### src/rtl/core/pip_pkg.sv
`default_nettype none
// ----------------------------------------------------------------------------
// pip_pkg
// shared types and constants for the periodic image padder
// ----------------------------------------------------------------------------
package pip_pkg;

    localparam int COORD_W  = 24;   // unit-cube fraction, Q0.24
    localparam int OUT_W    = 25;   // Q1.24 coordinate, count, limit
    localparam int SRC_W    = 24;   // source index on the result
    localparam int POS_W    = 32;   // signed Q16.16 input coordinate
    localparam int SCALE_W  = 32;   // unsigned Q8.24 scale
    localparam int ORDER_N  = 7;    // number of image shift patterns

    // configuration register indexes
    localparam logic [1:0] REG_INV_BOX_SCALE = 2'd0;
    localparam logic [1:0] REG_PAD_THRESHOLD = 2'd1;
    localparam logic [1:0] REG_IMAGE_LIMIT   = 2'd2;

    // reset values
    localparam logic [SCALE_W-1:0] INV_BOX_SCALE_RST = 32'h0100_0000;
    localparam logic [OUT_W-1:0]   PAD_THRESHOLD_RST = 25'd0;
    localparam logic [OUT_W-1:0]   IMAGE_LIMIT_RST   = 25'h100_0000;

    typedef struct packed {
        logic [SCALE_W-1:0] inv_box_scale;
        logic [OUT_W-1:0]   pad_threshold;
        logic [OUT_W-1:0]   image_limit;
    } cfg_t;

    // wrapped point handed from the multiply stage to the sequencer
    typedef struct packed {
        logic [COORD_W-1:0] p_x;
        logic [COORD_W-1:0] p_y;
        logic [COORD_W-1:0] p_z;
        logic [SRC_W-1:0]   src_idx;
    } wrap_item_t;

    typedef struct packed {
        logic [OUT_W-1:0] out_x;
        logic [OUT_W-1:0] out_y;
        logic [OUT_W-1:0] out_z;
        logic [2:0]       shift_mask;
        logic [SRC_W-1:0] source_index;
        logic [OUT_W-1:0] image_total;
        logic             overflow;
        logic             last;
    } result_t;

    // shift mask at each place of the emission order: x, xy, y, xz, xyz, yz, z
    function automatic logic [2:0] order_mask(input logic [2:0] pos);
        logic [2:0] m;
        unique case (pos)
            3'd0:    m = 3'b001;
            3'd1:    m = 3'b011;
            3'd2:    m = 3'b010;
            3'd3:    m = 3'b101;
            3'd4:    m = 3'b111;
            3'd5:    m = 3'b110;
            3'd6:    m = 3'b100;
            default: m = 3'b000;
        endcase
        return m;
    endfunction

endpackage
`default_nettype wire

### src/rtl/core/pip_emit.sv
`default_nettype none
// ----------------------------------------------------------------------------
// pip_emit
// result sequencer: wrapped point, ghost images, limit check, output register
// ----------------------------------------------------------------------------
module pip_emit (
    input  wire logic                          aclk,
    input  wire logic                          aresetn,
    input  wire pip_pkg::cfg_t                 cfg,
    input  wire logic                          in_valid,
    output logic                               in_ready,
    input  wire pip_pkg::wrap_item_t           in_item,
    output logic                               m_valid,
    input  wire logic                          m_ready,
    output pip_pkg::result_t                   m_result
);

    logic                              item_valid_reg;
    logic                              first_reg;
    logic [pip_pkg::ORDER_N-1:0]       pend_reg;
    pip_pkg::wrap_item_t               item_reg;
    logic                              failed_flag_reg;
    logic                              failed_flag_next;
    logic [pip_pkg::OUT_W-1:0]         image_counter_reg;
    logic [pip_pkg::OUT_W-1:0]         image_counter_next;
    logic                              m_valid_reg;
    pip_pkg::result_t                  result_reg;
    pip_pkg::result_t                  result_next;

    logic                              out_free;
    logic                              step;
    logic                              done;
    logic [pip_pkg::ORDER_N-1:0]       pick;
    logic [pip_pkg::ORDER_N-1:0]       pend_next;
    logic [pip_pkg::ORDER_N-1:0]       pend_load;
    logic [2:0]                        shift;
    logic [2:0]                        below;
    logic                              load;

    assign out_free = !m_valid_reg || m_ready;
    assign step     = item_valid_reg && out_free;
    assign in_ready = !item_valid_reg || (step && done);
    assign load     = in_valid && in_ready;

    // axes inside the pad band, and the images they call for
    always_comb begin
        below[0] = {1'b0, in_item.p_x} < cfg.pad_threshold;
        below[1] = {1'b0, in_item.p_y} < cfg.pad_threshold;
        below[2] = {1'b0, in_item.p_z} < cfg.pad_threshold;
        for (int k = 0; k < pip_pkg::ORDER_N; k++) begin
            pend_load[k] = (pip_pkg::order_mask(3'(k)) & ~below) == 3'b000;
        end
    end

    // earliest pending image in emission order
    always_comb begin
        pick  = pend_reg & (~pend_reg + 1'b1);
        shift = 3'b000;
        for (int k = 0; k < pip_pkg::ORDER_N; k++) begin
            if (pick[k]) begin
                shift = shift | pip_pkg::order_mask(3'(k));
            end
        end
    end

    always_comb begin
        result_next.out_x        = '0;
        result_next.out_y        = '0;
        result_next.out_z        = '0;
        result_next.shift_mask   = 3'b000;
        result_next.source_index = item_reg.src_idx;
        result_next.image_total  = image_counter_reg;
        result_next.overflow     = 1'b1;
        result_next.last         = 1'b1;
        failed_flag_next         = failed_flag_reg;
        image_counter_next       = image_counter_reg;
        pend_next                = pend_reg;
        done                     = 1'b1;
        priority if (first_reg && failed_flag_reg) begin
            // failed block: lone error result
        end else if (first_reg) begin
            result_next.out_x    = {1'b0, item_reg.p_x};
            result_next.out_y    = {1'b0, item_reg.p_y};
            result_next.out_z    = {1'b0, item_reg.p_z};
            result_next.overflow = 1'b0;
            done                 = pend_reg == '0;
            result_next.last     = done;
        end else if (image_counter_reg >= cfg.image_limit) begin
            failed_flag_next = 1'b1;
        end else begin
            image_counter_next       = image_counter_reg + 1'b1;
            pend_next                = pend_reg & ~pick;
            result_next.out_x        = {shift[0], item_reg.p_x};
            result_next.out_y        = {shift[1], item_reg.p_y};
            result_next.out_z        = {shift[2], item_reg.p_z};
            result_next.shift_mask   = shift;
            result_next.image_total  = image_counter_next;
            result_next.overflow     = 1'b0;
            done                     = pend_next == '0;
            result_next.last         = done;
        end
    end

    always_ff @(posedge aclk) begin
        if (!aresetn) begin
            item_valid_reg    <= 1'b0;
            first_reg         <= 1'b0;
            pend_reg          <= '0;
            failed_flag_reg   <= 1'b0;
            image_counter_reg <= '0;
            m_valid_reg       <= 1'b0;
        end else begin
            if (out_free) begin
                m_valid_reg <= step;
            end
            if (step) begin
                failed_flag_reg   <= failed_flag_next;
                image_counter_reg <= image_counter_next;
            end
            if (in_ready) begin
                item_valid_reg <= in_valid;
            end
            // a load only happens once the current item is done
            if (load) begin
                first_reg <= 1'b1;
                pend_reg  <= pend_load;
            end else if (step) begin
                first_reg <= 1'b0;
                pend_reg  <= pend_next;
            end
        end
    end

    always_ff @(posedge aclk) begin
        if (load) begin
            item_reg <= in_item;
        end
        if (step) begin
            result_reg <= result_next;
        end
    end

    assign m_valid  = m_valid_reg;
    assign m_result = result_reg;

`ifndef SYNTHESIS
    a_failed_sticky: assert property (@(posedge aclk) disable iff (!aresetn)
        failed_flag_reg |=> failed_flag_reg)
        else $error("failed flag cleared without reset");

    a_error_is_last: assert property (@(posedge aclk) disable iff (!aresetn)
        (m_valid_reg && result_reg.overflow) |-> (result_reg.last && failed_flag_reg))
        else $error("error result not final or block not failed");

    a_count_steps: assert property (@(posedge aclk) disable iff (!aresetn)
        !$stable(image_counter_reg) |-> image_counter_reg == $past(image_counter_reg) + 1'b1)
        else $error("image counter jumped");

    a_image_counted: assert property (@(posedge aclk) disable iff (!aresetn)
        (m_valid_reg && out_free && step && !first_reg && !failed_flag_next)
        |=> (result_reg.image_total == image_counter_reg))
        else $error("image total does not match counter");
`endif

endmodule
`default_nettype wire

### config.mk
export PLATFORM = sky130hd
export DESIGN_NAME = pip_emit
export DESIGN_NICKNAME = d
export VERILOG_FILES = /design/src/rtl/core/pip_pkg.sv /design/src/rtl/core/pip_emit.sv
export SDC_FILE = /design/constraint.sdc
export NUM_CORES = 1
export LEC_CHECK = 0
export CORE_ASPECT_RATIO = 1.25
export CORE_MARGIN = 8
export CORE_UTILIZATION = 57
export CTS_CLUSTER_DIAMETER = 40
export DETAILED_ROUTE_END_ITERATION = 6
export DONT_BUFFER_PORTS = 1
export GPL_TIMING_DRIVEN = 1
export HOLD_SLACK_MARGIN = 0.05
export PLACE_DENSITY = 0.82
export RECOVER_POWER = 50
export SLEW_MARGIN = 20
export SYNTH_ARGS = -nofsm -noshare
export SYNTH_HDL_FRONTEND = slang
export SYNTH_SLANG_ARGS = --single-unit
### constraint.sdc
create_clock -name aclk -period 5.25 [get_ports aclk]
set_input_delay 0.525 -clock aclk [delete_from_list [all_inputs] [get_ports aclk]]
set_output_delay 0.525 -clock aclk [all_outputs]
set_load 0.01 [all_outputs]
==> results by group, run 1 <==
Outcome
  – Run status: finished clean

Placed design
  – Area post-placement: 11,820 um^2
  – GPL Wtd Cong: 0.8402
  – IO buf count: 0
  – DP Wirelength: 19,200 um
  – Post-Place Worst Slack: 1.371 ns

Finish
  – N_diodes: 0
  – Fin nets: 1,168
  – Synth-to-layout area growth: 12.77%
  – Multi-input combinational cell area: 3846 um^2
  – Commonest non-fill, non-tap cell in the layout: edfxtp_1
  – FF+latch area: 7387 um^2
  – Largest register FFs: 126
  – Layout fillers: 1,482
  – Final instance area: 13,020 um^2
  – Share of cells above drive strength 1: 7.952%
  – Most frequent cells in the layout: edfxtp_1 (222), ha_1 (95), and2_1 (72), inv_1 (58), a21oi_1 (46)

Logic synthesis
  – Register area share after synthesis: 64.00%
  – Net count after synthesis: 1,151
  – FFs w/ async S/R, synth: 0%
  – Post-Syn Area: 11,540 um^2
  – Post-synth EDFFs: 222
  – Mapped Cells: 874
  – Synth cell types: 53
  – Average size of a mapped cell: 13.21 um^2
  – YS warnings: 0
  – Flip-flop and latch count after synthesis: 258
  – Top FF cell, synth: edfxtp_1

STA
  – Fin Setup TNS: 0 ns
  – Fin crit share: 69.18%
  – Max Slew Vio Count: 0
  – Worst slew pin tran: 1.026 ns
  – Fmax: 275.4 MHz
  – RSZ-0062 raised after global routing: no
  – Crit path time final: 3.632 ns
  – Setup Viol. Count Final: 0
  – Final worst setup slack: 1.618 ns
  – Rel. slew slack: 29.82%
  – WHS: 0.1120 ns
  – Fin. Hold Viols: 0
  – Worst Skew: 0.02697 ns

Clock network
  – Root Buffer: clkbuf_16
  – CTS Buffer Depth: 3
  – Post-cts resize count: 0
  – TritonCTS buffer count: 35
  – Skew-Pair Late Insertion Delay: 0.50 ns
  – Hold_buf cts: 0
  – Clk pin slew, worst setup/hold paths: 0.06 ns
  – Post-CTS setup buffer count: 0
  – Clock H-tree levels: 2
  – CTS sink cnt: 258
  – CTS tree: done

Floorplanning
  – I/O Pins: 313
  – Die area: 25,090 um^2
  – Chip width: 143.3 um
  – Initial core utilization: 57.63%
  – Core area: 20,030 um^2
  – Die Height: 175.1 um
  – Num rows: 58

Global route
  – M2 GR Usage: 35.85%
  – Grt ovf: 0
  – Total track usage: 20.35%
  – Initial antenna violation count: 0
  – Vias in the first global route: 6,910
  – GRT Max-Usage Layer: met2
  – Met3 usage: 7.264%
  – GRT met1 Usage: 21.63%
  – Largest net degree at the start of global routing: 74
  – First-pass GRT wire length: 38,810 um

Power
  – VDD IR-drop max: 0.0003082 V
  – Pwr dens: 425.3 nW/um^2
  – Leak pwr: 5.088 nW

Worst setup path
  – Worst Path Buf+Inv: 1
  – Crit path kind: flop to primary output
  – Largest stage delay on the critical path: 0.47 ns
  – Startpoint types: flop
  – Critical Path AT: 3.11 ns
  – CP endpoint kind: primary output
  – Critical path peak fanout: 9
  – Slowest stage cell, crit path: o31ai_1
  – Required @ worst endpoint: 4.72 ns
  – CP Cell Sequence: ha_1 > nand4_1 > inv_1 > a221oi_1 > nand3_1 > o31ai_1 > o21ai_0
  – Crit path max-delay family: compound AO/OA/AOI/OAI gates

Routing
  – WL final: 26,000 um
  – Via density: 5.743
  – ANT nets after route: 0
  – Vias post-DR: 6,823
  – 1st-iter DRT viols: 527
  – Wire per inst: 21.88 um
  – DRC viols: 0
  – Drt pass-1 iters: 5

Job
  – Max-cap violation count: 0

Min path
  – Class of the worst hold path: input port to flop
==> through the flow <==
| step | total power, W | util, % | cells |
|---|---|---|---|
| 2_1_floorplan | 0.003088 | - | 874 |
| 3_3_place_gp | 0.003206 | 59.01 | 1124 |
| 3_5_place_dp | 0.003233 | 59.01 | 1124 |
| 4_1_cts | 0.005578 | 64.94 | 1188 |
| 5_1_grt | 0.005740 | 64.99 | 1188 |
| 6_report | 0.005536 | 64.99 | 1188 |
==> layout make-up <==
type / instances / area share (%)
Clock inverter: 20 / 1.740
Tap cell: 270 / 2.595
Multi-Input combinational cell: 532 / 29.55
Inverter: 60 / 1.749
Clock buffer: 44 / 7.383
Sequential cell: 258 / 56.75
Timing Repair Buffer: 4 / 0.2307
==> power breakdown <==
part,internal (W),switching (W),leakage (nW)
Combinational,0.000166,0.000321,2.07
Clock,0.00147,0.000878,0.582
Sequential,0.00255,0.000150,2.44
Total,0.00419,0.00135,5.09
==> synth_stat cells, types with 13 or more instances <==
library cell | instances | share of area [%]
edfxtp_1 | 222 | 58
ha_1 | 95 | 10
and2_1 | 72 | 3.9
inv_1 | 59 | 1.9
a21oi_1 | 46 | 2.0
nand2_1 | 44 | 1.4
nor2_1 | 37 | 1.2
dfxtp_1 | 36 | 6.2
o21ai_0 | 29 | 1.3
xor2_1 | 21 | 1.6
clkbuf_1 | 19 | 0.62
nor3_1 | 16 | 0.69
nand3_1 | 15 | 0.65
nand4_1 | 15 | 0.81
or3_1 | 15 | 0.81
a21o_1 | 13 | 0.85
==> metal layers <==
layer / vias to the layer above / wire length, um
met5: - / 0
met4: 0 / 731
met3: 45 / 2320
met2: 264 / 13550
met1: 3221 / 9393
li1: 3293 / -
==> worst register-to-register path: stages (launching register included) <==
cell,delay [ns]
dfxtp_1,0.38
ha_1,0.33
nand4_1,0.22
nor4_1,0.49
nand2_1,0.16
o21ai_2,0.36
o31ai_1,0.16
buf_4,0.19
nand2_4,0.26
buf_4,0.64
==> logic make-up (layout without fill, tap and decap cells) <==
| logic type | Yosys count | after routing | share of synthesized area (%) |
|---|---|---|---|
| XOR/XNOR | 31 | 31 | 2.352 |
| AND/OR/NAND/NOR | 262 | 262 | 12.39 |
| buffers and inverters | 84 | 128 | 2.829 |
| AO/OA/AOI/OAI | 143 | 143 | 8.044 |
| flip-flops | 258 | 258 | 64.00 |
| adder cells (fa/ha/maj) | 96 | 96 | 10.38 |
==> path summary, 6_finish.rpt <==
check	startpoint	endpoint	slack [ns]	cells after the start
max	image_counter_reg[22]	in_ready	1.62	7
min reg2reg	item_reg[7]	m_result[34]	0.42	0
min	in_item[32]	item_reg[32]	0.11	0
max reg2reg	image_counter_reg[22]	item_reg[21]	1.66	9
No activity file was read; power rests on OpenSTA's default activity.
==> run 2: changes to the inputs <==
==> constraint.sdc (replaced) <==
create_clock -name aclk -period 2.9 [get_ports aclk]
set_input_delay 0.29 -clock aclk [delete_from_list [all_inputs] [get_ports aclk]]
set_output_delay 0.29 -clock aclk [all_outputs]
set_load 0.01 [all_outputs]
==> run 2 against run 1 <==
  * The run now ends with capacitance limit, slew limit left
  * Non-clock buffer count rose by 148
  * Utilization is 7.9 points higher
  * Hold slack worse by 0.0092 ns
  * Clock skew is 0.011 ns lower
  * Count of clock-buffer cells in the layout is 5 lower
  * Design area is 12% higher
  * Global-route usage rose by 2.9 points
  * Clock power is 81% higher
  * Critical path type is now flop to flop
  * Largest cell class unchanged
==> results by group, run 2 (synthesis results as in run 1) <==
STA
  – Worst Skew: 0.01584 ns (-0.01113 ns)
  – Fin. Hold Viols: 0 (unchanged)
  – Fmax: 360.7 MHz
  – Max Slew Vio Count: 129 (+129)
  – Worst slew pin tran: 1.653 ns (+0.6269 ns)
  – Setup Viol. Count Final: 0 (unchanged)
  – Rel. slew slack: -10.20% (-40 points)
  – Crit path time final: 2.773 ns
  – Fin crit share: 95.61%
  – Fin Setup TNS: 0 ns (unchanged)

Global route
  – Initial antenna violation count: 0 (unchanged)
  – First-pass GRT wire length: 44,530 um (+15%)
  – Total track usage: 23.30% (+2.9 points)
  – Vias in the first global route: 7,789 (+13%)
  – Largest net degree at the start of global routing: 129 (+74%)
  – Grt ovf: 0 (unchanged)

Finish
  – Commonest non-fill, non-tap cell in the layout: edfxtp_1
  – N_diodes: 0 (unchanged)
  – Final Non-Filler Cells: 1,333 (+12%)
  – Fin nets: 1,315 (+13%)
  – Synth-to-layout area growth: 26.56%
  – Post-layout util: 72.93% (+7.9 points)
  – Largest register FFs: 126 (unchanged)
  – Most frequent cells in the layout: edfxtp_1 (222), dlygate4sd3_1 (99), ha_1 (93), and2_1 (72), inv_1 (58)
  – Share of cells above drive strength 1: 12.79% (+4.8 points)

Power
  – Tot Pwr: 0.01041 W (+88%)
  – Comb pwr share: 11.9% (+3.1 points)
  – Internal power: 0.007798 W (+86%)
  – Switching power share of the total: 25.07% (+0.72 points)
  – Net Sw Power: 0.002609 W (+94%)
  – Leak pwr: 5.795 nW (+14%)
  – VDD IR-drop max: 0.0006409 V (+110%)
  – Clk network pwr share: 41.0% (-1.4 points)
  – Flop pwr share: 47.2% (-1.6 points)
  – Pwr dens: 712.5 nW/um^2 (+68%)

Clock network
  – CTS sink cnt: 258 (unchanged)
  – CTS tree: done
  – TritonCTS buffer count: 34 (-2.9%)
  – Skew-Pair Late Insertion Delay: 0.50 ns (about the same)
  – CTS Buffer Depth: 3 (unchanged)
  – Clk pin slew, worst setup/hold paths: 0.06 ns (about the same)
  – Clock H-tree levels: 2 (unchanged)
  – Root Buffer: clkbuf_16

Worst setup path
  – CP endpoint kind: flop
  – Startpoint types: flop
  – Required @ worst endpoint: 3.14 ns (-1.58 ns)
  – Crit path kind: flop to flop
  – Crit Reg-Reg Startpoint: image_counter_reg[0]
  – Critical Path AT: 3.02 ns (-0.09 ns)
  – Critical path peak fanout: 24 (+15)
  – CP startpoint: image_counter_reg[0]

Routing
  – Drt pass-1 iters: 5 (unchanged)
  – WL final: 29,940 um (+15%)
  – Wire per inst: 22.46 um (+2.6%)
  – Vias post-DR: 7,726 (+13%)
  – ANT nets after route: 0 (unchanged)
  – DRC viols: 0 (unchanged)
  – Via density: 5.796 (+0.92%)
  – 1st-iter DRT viols: 510 (-3.2%)

Floorplanning
  – Die area: 25,090 um^2 (unchanged)
  – Chip width: 143.3 um (unchanged)
  – Initial core utilization: 57.63% (unchanged)
  – I/O Pins: 313 (unchanged)
  – Num rows: 58 (unchanged)
  – Core area: 20,030 um^2 (unchanged)
  – Die Height: 175.1 um (unchanged)

Placed design
  – Placed cell count: 1,165 (+3.6%)
  – DP Wirelength: 20,260 um (+5.5%)
  – GPL Wtd Cong: 0.8562 (+1.9%)
  – IO buf count: 0 (unchanged)

Outcome
  – Failing checks: capacitance limit, slew limit
  – Run status: complete, but fails checks

Min path
  – Hold Path Origin: aresetn
  – Class of the worst hold path: input port to flop

Job
  – Max-cap violation count: 1 (+1)
run 2: cell count changes in the layout (fill, tap and decap cells not counted), moves of 3 or more:
cell           delta
buf_12            +7
buf_4            +37
buf_6             +3
clkbuf_8          -3
clkinv_4          -3
clkinvlp_4        +5
dlygate4sd3_1    +99
inv_8             +4
run 2: metrics by stage:
stage	setup slack, ns	hold WS, ns	area [um^2]
6_report	0.1273	0.1028	14610
4_1_cts	0.01082	0.09173	14530
5_1_grt	-0.001448	0.1197	14610
3_3_place_gp	0.1254	0.3889	12280
2_1_floorplan	-0.3601	0.3889	11610
3_5_place_dp	0.08223	0.3889	12280
run 2: final timing paths:
kind                            slack (ns)  depth (start not counted)      endpoint
worst max-delay path                  0.13                         12  item_reg[15]
worst min-delay path                  0.10                          2   pend_reg[3]
worst max register to register        0.13                         12  item_reg[15]
worst min register to register        0.42                          0  m_result[48]
run 2: worst max-delay path, cell delays in order (launching register included):
cell     delay (ns)
dfxtp_1        0.43
inv_1          0.11
ha_1           0.28
nor2b_1        0.10
o21ai_0        0.09
a31oi_1        0.28
o21ai_2        0.13
buf_6          0.14
buf_6          0.13
o31ai_4        0.28
buf_12         0.16
nand2_8        0.12
buf_16         0.23
run 2: power groups by stage:
| stage | Sequential (W) | Clock (W) | Combinational (W) |
|---|---|---|---|
| 6_report | 0.00491 | 0.00426 | 0.00123 |
| 5_1_grt | 0.00495 | 0.00449 | 0.00135 |
| 4_1_cts | 0.00491 | 0.00432 | 0.00118 |
| 3_5_place_dp | 0.00498 | 0 | 0.00104 |
| 3_3_place_gp | 0.00496 | 0 | 0.000989 |
| 2_1_floorplan | 0.00489 | 0 | 0.000697 |
run 2: cell type report:
type | count | area (um^2)
Multi-Input combinational cell | 532 | 3973
Sequential cell | 258 | 7388
Clock buffer | 39 | 933.4
Timing Repair Buffer | 152 | 1504
Tap cell | 270 | 337.8
Clock inverter | 22 | 245.2
Fill cell | 1271 | 5421
Inverter | 60 | 226.5
run 2: repair_timing:
item,CTS,global route
endpoints found under the hold margin,107,0
hold buffers,99,0
pin swaps,4,7
setup endpoints to repair,1,112
gates resized for setup,10,10
buffers inserted,4,4
run 2: per-layer routing:
layer | part of all wire (%) | GRT usage (%) | vias up
met2 | 54 | 42.69 | 342
met1 | 34 | 24.38 | 3743
met3 | 9.0 | 7.045 | 64
met4 | 3.0 | 8.564 | 0
met5 | 0 | 0 | -
li1 | - | - | 3577
